[src/hw/rtl/hilbert_curve_move_generator_defines.svh]
// ----------------------------------------------------------------------------
// hilbert curve move generator assertion macros
// shared concurrent assertion forms, clocked on clock, held off during reset
// ----------------------------------------------------------------------------
`ifndef HILBERT_CURVE_MOVE_GENERATOR_DEFINES_SVH
`define HILBERT_CURVE_MOVE_GENERATOR_DEFINES_SVH

// same-cycle implication
`define HCMG_ASSERT_IMP(name, ante, cons, msg) \
   name: assert property (@(posedge clock) disable iff (reset) (ante) |-> (cons)) \
      else $error(msg);

// next-cycle implication
`define HCMG_ASSERT_NXT(name, ante, cons, msg) \
   name: assert property (@(posedge clock) disable iff (reset) (ante) |=> (cons)) \
      else $error(msg);

`endif

[src/hw/rtl/hcmg_pkg.sv]
// ----------------------------------------------------------------------------
// hcmg_pkg
// shared types, constants and microcode for the hilbert curve move generator
// ----------------------------------------------------------------------------
package hcmg_pkg;

   // deepest recursion the stack holds
   localparam int MAX_ORDER = 8;
   localparam int LVL_W     = (MAX_ORDER > 1) ? $clog2(MAX_ORDER) : 1;
   localparam int RUN_W     = $clog2(MAX_ORDER + 1);

   // register and field widths
   localparam int CURVE_ORDER_W = 4;
   localparam int TURN_ANGLE_W  = 9;
   localparam int STEP_LENGTH_W = 10;
   localparam int CSR_DATA_W    = 10;
   localparam int CSR_INDEX_W   = 2;
   localparam int AMOUNT_W      = 11;
   localparam int PHASE_W       = 4;
   localparam int CMP_W         = ((RUN_W > CURVE_ORDER_W) ? RUN_W : CURVE_ORDER_W) + 1;

   // register reset values
   localparam logic [CURVE_ORDER_W-1:0] CURVE_ORDER_RST = CURVE_ORDER_W'(5);
   localparam logic [TURN_ANGLE_W-1:0]  TURN_ANGLE_RST  = TURN_ANGLE_W'(90);
   localparam logic [STEP_LENGTH_W-1:0] STEP_LENGTH_RST = STEP_LENGTH_W'(10);

   // register indexes
   typedef enum logic [CSR_INDEX_W-1:0] {
      CSR_CURVE_ORDER = 2'd0,
      CSR_TURN_ANGLE  = 2'd1,
      CSR_STEP_LENGTH = 2'd2
   } csr_index_type;

   // per-level phases of the recursion
   localparam logic [PHASE_W-1:0] PH_RIGHT_HEAD = 4'd0;
   localparam logic [PHASE_W-1:0] PH_SUB_A      = 4'd1;
   localparam logic [PHASE_W-1:0] PH_LEFT_A     = 4'd3;
   localparam logic [PHASE_W-1:0] PH_SUB_B      = 4'd4;
   localparam logic [PHASE_W-1:0] PH_SUB_C      = 4'd6;
   localparam logic [PHASE_W-1:0] PH_LEFT_B     = 4'd7;
   localparam logic [PHASE_W-1:0] PH_SUB_D      = 4'd9;
   localparam logic [PHASE_W-1:0] PH_RIGHT_TAIL = 4'd10;
   localparam logic [PHASE_W-1:0] PH_DONE       = 4'd11;

   typedef enum logic [1:0] {
      KIND_RIGHT = 2'd0,
      KIND_LEFT  = 2'd1,
      KIND_FWD   = 2'd2
   } move_kind_type;

   // microcode addresses
   typedef enum logic [1:0] {
      STEP_FETCH = 2'd0,
      STEP_CHECK = 2'd1,
      STEP_INIT  = 2'd2,
      STEP_WALK  = 2'd3
   } step_type;

   // jump conditions
   typedef enum logic [1:0] {
      COND_NEVER      = 2'd0,
      COND_RESTART    = 2'd1,
      COND_IDLE       = 2'd2,
      COND_ORDER_ZERO = 2'd3
   } cond_type;

   // one control word
   typedef struct packed {
      logic     take_req;
      logic     init_stack;
      logic     walk;
      cond_type cond;
      step_type jump;
      step_type next;
   } cw_type;

   // datapath status seen by the sequencer
   typedef struct packed {
      logic req_valid;
      logic restart;
      logic running;
      logic order_zero;
      logic walk_done;
   } seq_status_type;

   // microcode program
   function automatic cw_type ucode_word(input step_type pc);
      cw_type w;
      w = '{take_req: 1'b0, init_stack: 1'b0, walk: 1'b0, cond: COND_NEVER,
            jump: STEP_FETCH, next: STEP_FETCH};
      case (pc)
         STEP_FETCH: begin
            w.take_req = 1'b1;
            w.cond     = COND_RESTART;
            w.jump     = STEP_INIT;
            w.next     = STEP_CHECK;
         end
         STEP_CHECK: begin
            w.cond = COND_IDLE;
            w.jump = STEP_FETCH;
            w.next = STEP_WALK;
         end
         STEP_INIT: begin
            w.init_stack = 1'b1;
            w.cond       = COND_ORDER_ZERO;
            w.jump       = STEP_FETCH;
            w.next       = STEP_WALK;
         end
         STEP_WALK: begin
            w.walk = 1'b1;
            w.next = STEP_FETCH;
         end
         default: begin
            w.next = STEP_FETCH;
         end
      endcase
      return w;
   endfunction

endpackage

[src/hw/rtl/hcmg_seq.sv]
// ----------------------------------------------------------------------------
// hcmg_seq
// microcode sequencer: step counter, program rom and conditional jumps
// ----------------------------------------------------------------------------
module hcmg_seq import hcmg_pkg::*; (
   input  logic           clock,
   input  logic           reset,
   input  seq_status_type status,
   output cw_type         cw
);

   step_type pc_ff;
   step_type pc_in;
   logic     stall;
   logic     cond_hit;

   // control word for the current step
   assign cw = ucode_word(pc_ff);

   // hold, jump or advance
   always_comb begin
      stall = (cw.take_req && !status.req_valid) || (cw.walk && !status.walk_done);
      case (cw.cond)
         COND_NEVER:      cond_hit = 1'b0;
         COND_RESTART:    cond_hit = status.restart;
         COND_IDLE:       cond_hit = !status.running;
         COND_ORDER_ZERO: cond_hit = status.order_zero;
         default:         cond_hit = 1'b0;
      endcase
      if (stall) begin
         pc_in = pc_ff;
      end else if (cond_hit) begin
         pc_in = cw.jump;
      end else begin
         pc_in = cw.next;
      end
   end

   always_ff @(posedge clock) begin
      if (reset) begin
         pc_ff <= STEP_FETCH;
      end else begin
         pc_ff <= pc_in;
      end
   end

endmodule

[src/hw/rtl/hilbert_curve_move_generator.sv]
// ----------------------------------------------------------------------------
// hilbert_curve_move_generator
// turtle move generator for a hilbert curve with an explicit recursion stack
// ----------------------------------------------------------------------------
// Each request beat asks for one move (restart starts a new curve) and gets at
// most one response beat. A small microcode program runs the work: a fetch
// step takes the beat, a check step dispatches (or an init step loads the
// stack on restart), then walk steps run until a move comes out. Every push,
// pop or skipped sub-curve lands on a move phase, so at most one such walk
// step comes before the move, besides any walk steps that wait for the
// output register to free up. A request that gives no move returns to the
// fetch step from the check or init step. The finished move sits in
// an output register, so the next request is taken while it waits.
// curve_order is sampled at restart; turn_angle and step_length are read on
// every move. After the move marked last, requests without restart give no
// response.
// ----------------------------------------------------------------------------
`include "hilbert_curve_move_generator_defines.svh"

module hilbert_curve_move_generator import hcmg_pkg::*; (
   input  logic                        clock,
   input  logic                        reset,
   // request channel
   input  logic                        req_valid,
   output logic                        req_ready,
   input  logic                        req_restart,
   // response channel
   output logic                        rsp_valid,
   input  logic                        rsp_ready,
   output logic [1:0]                  rsp_move_kind,
   output logic signed [AMOUNT_W-1:0]  rsp_move_amount,
   output logic                        rsp_last,
   // register write port
   input  logic                        csr_write_en,
   input  logic [CSR_INDEX_W-1:0]      csr_index,
   input  logic [CSR_DATA_W-1:0]       csr_wdata
);

   // registers
   logic [CURVE_ORDER_W-1:0] curve_order_ff;
   logic [TURN_ANGLE_W-1:0]  turn_angle_ff;
   logic [STEP_LENGTH_W-1:0] step_length_ff;

   // recursion stack and run state
   logic [PHASE_W-1:0]   phase_ff [MAX_ORDER];
   logic [PHASE_W-1:0]   phase_in [MAX_ORDER];
   logic [MAX_ORDER-1:0] sign_ff;
   logic [MAX_ORDER-1:0] sign_in;
   logic [LVL_W-1:0]     level_ff;
   logic [LVL_W-1:0]     level_in;
   logic [RUN_W-1:0]     run_order_ff;
   logic [RUN_W-1:0]     run_order_in;
   logic                 running_ff;
   logic                 running_in;

   // output register
   logic                       rsp_valid_ff;
   logic                       rsp_valid_in;
   move_kind_type              rsp_move_kind_ff;
   logic signed [AMOUNT_W-1:0] rsp_move_amount_ff;
   logic                       rsp_last_ff;

   // sequencer link
   cw_type         cw;
   seq_status_type status;

   // walk datapath
   logic [PHASE_W-1:0]         cur_phase;
   logic                       cur_sign;
   logic [LVL_W-1:0]           level_up;
   logic [CMP_W-1:0]           level_ext;
   logic [CMP_W-1:0]           level_up_ext;
   logic [CMP_W-1:0]           run_ext;
   logic [CMP_W-1:0]           order_ext;
   logic [CMP_W-1:0]           sat_order;
   logic [AMOUNT_W-1:0]        angle_ext;
   logic signed [AMOUNT_W-1:0] angle_signed;
   logic                       out_free;
   logic                       emit;
   logic                       stop;
   move_kind_type              emit_kind;
   logic signed [AMOUNT_W-1:0] emit_amount;
   logic                       emit_last;

   hcmg_seq u_seq (
      .clock  (clock),
      .reset  (reset),
      .status (status),
      .cw     (cw)
   );

   // handshake
   assign req_ready = cw.take_req;
   assign out_free  = !rsp_valid_ff || rsp_ready;

   // operand shaping
   always_comb begin
      cur_phase    = phase_ff[level_ff];
      cur_sign     = sign_ff[level_ff];
      level_up     = level_ff + 1'b1;
      level_ext    = CMP_W'(level_ff);
      level_up_ext = level_ext + 1'b1;
      run_ext      = CMP_W'(run_order_ff);
      order_ext    = CMP_W'(curve_order_ff);
      sat_order    = (order_ext > CMP_W'(MAX_ORDER)) ? CMP_W'(MAX_ORDER) : order_ext;
      angle_ext    = AMOUNT_W'(turn_angle_ff);
      angle_signed = cur_sign ? -$signed(angle_ext) : $signed(angle_ext);
   end

   // one stack step per walk cycle, unless a move phase waits for the output register to free up
   always_comb begin
      phase_in     = phase_ff;
      sign_in      = sign_ff;
      level_in     = level_ff;
      run_order_in = run_order_ff;
      running_in   = running_ff;
      emit         = 1'b0;
      stop         = 1'b0;
      emit_kind    = KIND_FWD;
      emit_amount  = $signed(AMOUNT_W'(step_length_ff));
      emit_last    = 1'b0;
      if (cw.init_stack) begin
         for (int i = 0; i < MAX_ORDER; i++) begin
            phase_in[i] = '0;
         end
         sign_in      = '0;
         level_in     = '0;
         run_order_in = RUN_W'(sat_order);
         running_in   = (sat_order != '0);
      end else if (cw.walk) begin
         if (level_ext >= run_ext) begin
            // stack beyond the curve depth: nothing left to give
            stop = 1'b1;
         end else if (cur_phase >= PH_DONE) begin
            // level finished: clear it and return to the parent
            if (level_ff == '0) begin
               stop = 1'b1;
            end else begin
               phase_in[level_ff] = '0;
               level_in           = level_ff - 1'b1;
            end
         end else if (cur_phase == PH_SUB_A || cur_phase == PH_SUB_B ||
                      cur_phase == PH_SUB_C || cur_phase == PH_SUB_D) begin
            // sub-curve: descend, or skip at the innermost level
            phase_in[level_ff] = cur_phase + 1'b1;
            if (level_up_ext < run_ext) begin
               sign_in[level_up] = cur_sign ^
                  ((cur_phase == PH_SUB_A) || (cur_phase == PH_SUB_D));
               level_in          = level_up;
            end
         end else if (out_free) begin
            // move phase: produce one move
            phase_in[level_ff] = cur_phase + 1'b1;
            emit               = 1'b1;
            if (cur_phase == PH_RIGHT_HEAD || cur_phase == PH_RIGHT_TAIL) begin
               emit_kind   = KIND_RIGHT;
               emit_amount = angle_signed;
            end else if (cur_phase == PH_LEFT_A || cur_phase == PH_LEFT_B) begin
               emit_kind   = KIND_LEFT;
               emit_amount = angle_signed;
            end
            if (cur_phase == PH_RIGHT_TAIL && level_ff == '0) begin
               emit_last  = 1'b1;
               running_in = 1'b0;
            end
         end
         if (stop) begin
            running_in = 1'b0;
         end
      end
   end

   // status back to the sequencer
   always_comb begin
      status.req_valid  = req_valid;
      status.restart    = req_restart;
      status.running    = running_ff;
      status.order_zero = (sat_order == '0);
      status.walk_done  = emit || stop;
   end

   // output register next valid
   always_comb begin
      if (emit) begin
         rsp_valid_in = 1'b1;
      end else if (rsp_ready) begin
         rsp_valid_in = 1'b0;
      end else begin
         rsp_valid_in = rsp_valid_ff;
      end
   end

   // control and stack state
   always_ff @(posedge clock) begin
      if (reset) begin
         curve_order_ff <= CURVE_ORDER_RST;
         turn_angle_ff  <= TURN_ANGLE_RST;
         step_length_ff <= STEP_LENGTH_RST;
         for (int i = 0; i < MAX_ORDER; i++) begin
            phase_ff[i] <= '0;
         end
         sign_ff      <= '0;
         level_ff     <= '0;
         run_order_ff <= '0;
         running_ff   <= 1'b0;
         rsp_valid_ff <= 1'b0;
      end else begin
         if (csr_write_en) begin
            case (csr_index)
               CSR_CURVE_ORDER: curve_order_ff <= csr_wdata[CURVE_ORDER_W-1:0];
               CSR_TURN_ANGLE:  turn_angle_ff  <= csr_wdata[TURN_ANGLE_W-1:0];
               CSR_STEP_LENGTH: step_length_ff <= csr_wdata[STEP_LENGTH_W-1:0];
               default: begin
               end
            endcase
         end
         phase_ff     <= phase_in;
         sign_ff      <= sign_in;
         level_ff     <= level_in;
         run_order_ff <= run_order_in;
         running_ff   <= running_in;
         rsp_valid_ff <= rsp_valid_in;
      end
   end

   // payload registers
   always_ff @(posedge clock) begin
      if (emit) begin
         rsp_move_kind_ff   <= emit_kind;
         rsp_move_amount_ff <= emit_amount;
         rsp_last_ff        <= emit_last;
      end
   end

   assign rsp_valid       = rsp_valid_ff;
   assign rsp_move_kind   = rsp_move_kind_ff;
   assign rsp_move_amount = rsp_move_amount_ff;
   assign rsp_last        = rsp_last_ff;

   // checks
   `HCMG_ASSERT_IMP(a_last_is_right_turn, rsp_valid && rsp_last, rsp_move_kind == KIND_RIGHT, "last move is not a right turn")
   `HCMG_ASSERT_IMP(a_level_in_range, running_ff, level_ext < run_ext, "stack level beyond curve order")
   `HCMG_ASSERT_NXT(a_last_ends_run, emit && emit_last, !running_ff && rsp_valid_ff, "run continues after last move")

endmodule

[config.mk]
export PLATFORM = sky130hd
export DESIGN_NAME = hilbert_curve_move_generator
export DESIGN_NICKNAME = d
export VERILOG_FILES = /design/src/hw/rtl/hcmg_pkg.sv /design/src/hw/rtl/hcmg_seq.sv /design/src/hw/rtl/hilbert_curve_move_generator.sv
export VERILOG_INCLUDE_DIRS = /design/src /design/src/hw/rtl
export SDC_FILE = /design/constraint.sdc
export NUM_CORES = 1
export LEC_CHECK = 0
export CORE_ASPECT_RATIO = 0.75
export CORE_MARGIN = 5
export CORE_UTILIZATION = 50
export DETAILED_ROUTE_END_ITERATION = 12
export DONT_BUFFER_PORTS = 1
export PLACE_DENSITY = 0.63
export SYNTH_ARGS = -nofsm -noshare
export SYNTH_HDL_FRONTEND = slang
export SYNTH_HIERARCHICAL = 1
export SYNTH_SLANG_ARGS = --single-unit
[constraint.sdc]
create_clock -name clock -period 6 [get_ports clock]
set_input_delay 0.6 -clock clock [delete_from_list [all_inputs] [get_ports clock]]
set_output_delay 0.6 -clock clock [all_outputs]
set_load 0.01 [all_outputs]
==> results.toml <==
[placed_design]
port_buffers = 0
dp.cells = 598
gp_congestion = 0.934
dp.final_hpwl_mm = 7.89
pre_cts_ws_ns = 1.72

[sta]
max_slew_margin = 0.268
fin_hold_ws_ns = 0.318
max_freq_mhz = 230
slew_viol_final = 0
fin_skew_ns = 0.00403
setup_ws_ns = 1.66
max_slew.worst_pin.slew_ns = 1.10
rsz0062_at_grt = "no"
fin_setup_tns_ns = 0
hold_violations = 0
period_minus_slack_ns = 4.34
fin_crit_sh = 0.723
setup_viol = 0

[worst_setup_path]
critPathLaunchType = "register"
critPathMaxFanout = 17
cp.required_ns = 6.09
worstSetupEndpointType = "register"
cp.arrival_ns = 4.43
crit_type = "register to register"

[final_layout]
final_cells = 614
n_fill_cell = 831
antennaDiodeCount = 0
area_delta_synth_final_pct = 7.16
drive_above_1_share = 0.113
final_nets = 520

[cts]
clock_path_buffers = 2
cts_root_buf = "clkbuf_16"
postCtsSetupRepairBufs = 0
cts_max_level = 3
ctsResizeCount = 0
cts_made_buffers = 9
cts.sinks = 88
clk_pin_slew_worst_paths_ns = 0.06
clkLatencyLatePin_ns = 0.34
cts_tree = "built"
postCtsHoldBufs = 0

[drt]
wirelength_mm = 10.8
vias = 3579
viasPerCell = 5.83
ant_nets = 0
drc = 0
drtIter0Drc = 234
drt-wirelength-per-cell_um = 17.6
drt_pass1_iterations = 5

[power_and_ir_drop]
comb_power_share = 0.134
irDropWorstVdd_mv = 0.281
power.density_nw_per_um2 = 272
p_int_mw = 1.01
sequentialPowerShare = 0.466
p_leak_nw = 1.88
p_clk_frac = 0.400
p_sw_frac = 0.264
switchingPower_uw = 363

[die]
die_area_um2 = 11500
core.rowCount = 30
core_um2 = 9120
ioPinCount = 34
start_util = 0.516
die_h_um = 94.0
die_x_um = 122

[logic_synthesis]
netlist_area_um2 = 4700
syn_inst = 494
syn-mean-instance-area_um2 = 9.52
synth_nets = 533
yosys_warnings = 6

[global_route]
grt_max_degree = 35
track_usage = 0.197
antenna_found_initial = 0
overflow = 0
grt_pass1_vias = 3432
grt_first_pass_wirelength_mm = 17.7

[min_path]
min_path_type = "input port to register"

[outcome]
outcome = "finished clean"

[flow_run]
drv_cap = 0
-- final timing paths --
kind | startpoint | end | slack [ns] | cells after the start
setup / recovery | level_ff[2] | rsp_move_amount[9] | 1.66 | 13
hold reg to reg | phase_ff[28] | phase_ff[28] | 0.46 | 2
setup reg to reg | level_ff[2] | rsp_move_amount[9] | 1.66 | 13
hold / removal | reset | u_seq/pc_ff[1] | 0.32 | 1
-- layout by cell type (no fill, tap or decap), types with 10 or more instances in the layout --
master / n
nand2_1: 70
nor2_1: 23
nand3_1: 14
ha_1: 21
a21oi_1: 28
xnor2_1: 10
mux2i_1: 40
o21ai_0: 12
dfxtp_1: 74
edfxtp_1: 14
inv_1: 21
-- cell type report --
type	instances	area [um2]	area share
Multi-Input combinational cell	355	2570	0.510
Timing Repair Buffer	4	30.0	0.00596
Clock inverter	6	60.1	0.0119
Inverter	23	86.3	0.0171
Clock buffer	10	229	0.0454
Sequential cell	88	1900	0.377
Tap cell	128	160	0.0318
-- power by group through the flow --
stage                     registers, mW  clock network, mW  logic [mW]
after CTS                         0.640              0.556       0.184
final                             0.639              0.548       0.183
after global routing              0.642              0.585       0.206
after floorplan                   0.647                  0       0.155
after global placement            0.651                  0       0.180
after detailed placement          0.653                  0       0.182
-- routing by layer --
metal | global-route usage | vias up | part of all wire
met5 | 0 | - | 0
met4 | 0.0541 | 0 | 0.0096
met3 | 0.0500 | 9 | 0.057
met2 | 0.285 | 93 | 0.44
met1 | 0.289 | 1721 | 0.49
li1 | - | 1756 | -
-- registers in the layout, indices dropped and copies added, names as in the netlist --
| signal | count |
|---|---|
| turn_angle_ff | 9 |
| step_length_ff | 10 |
| u_seq/pc_ff | 2 |
| level_ff | 3 |
| phase_ff | 32 |
| running_ff | 1 |
| rsp_move_amount | 11 |
| run_order_ff | 4 |
| rsp_last | 1 |
| rsp_move_kind | 2 |
| rsp_valid | 1 |
| sign_ff | 8 |
| curve_order_ff | 4 |
-- critical path, cell delays in order, from the launching register on --
cell      delay (ns)
dfxtp_1         0.59
buf_4           0.32
nor2_1          0.08
a21oi_1         0.15
o21ai_0         0.11
a222oi_1        0.67
inv_1           0.16
ha_1            0.29
mux2_2          0.31
o22ai_4         0.21
nor4b_4         0.22
buf_4           0.28
and2_4          0.33
mux2_2          0.36
-- through the flow --
stage	area (um2)	power, mW	util
floorplan	4700	0.802	-
global placement	4750	0.831	0.521
detailed placement	4750	0.835	0.521
CTS	5040	1.38	0.552
global route	5040	1.43	0.552
finish	5040	1.37	0.552
Note: power is estimated with default switching activity, not from simulation.
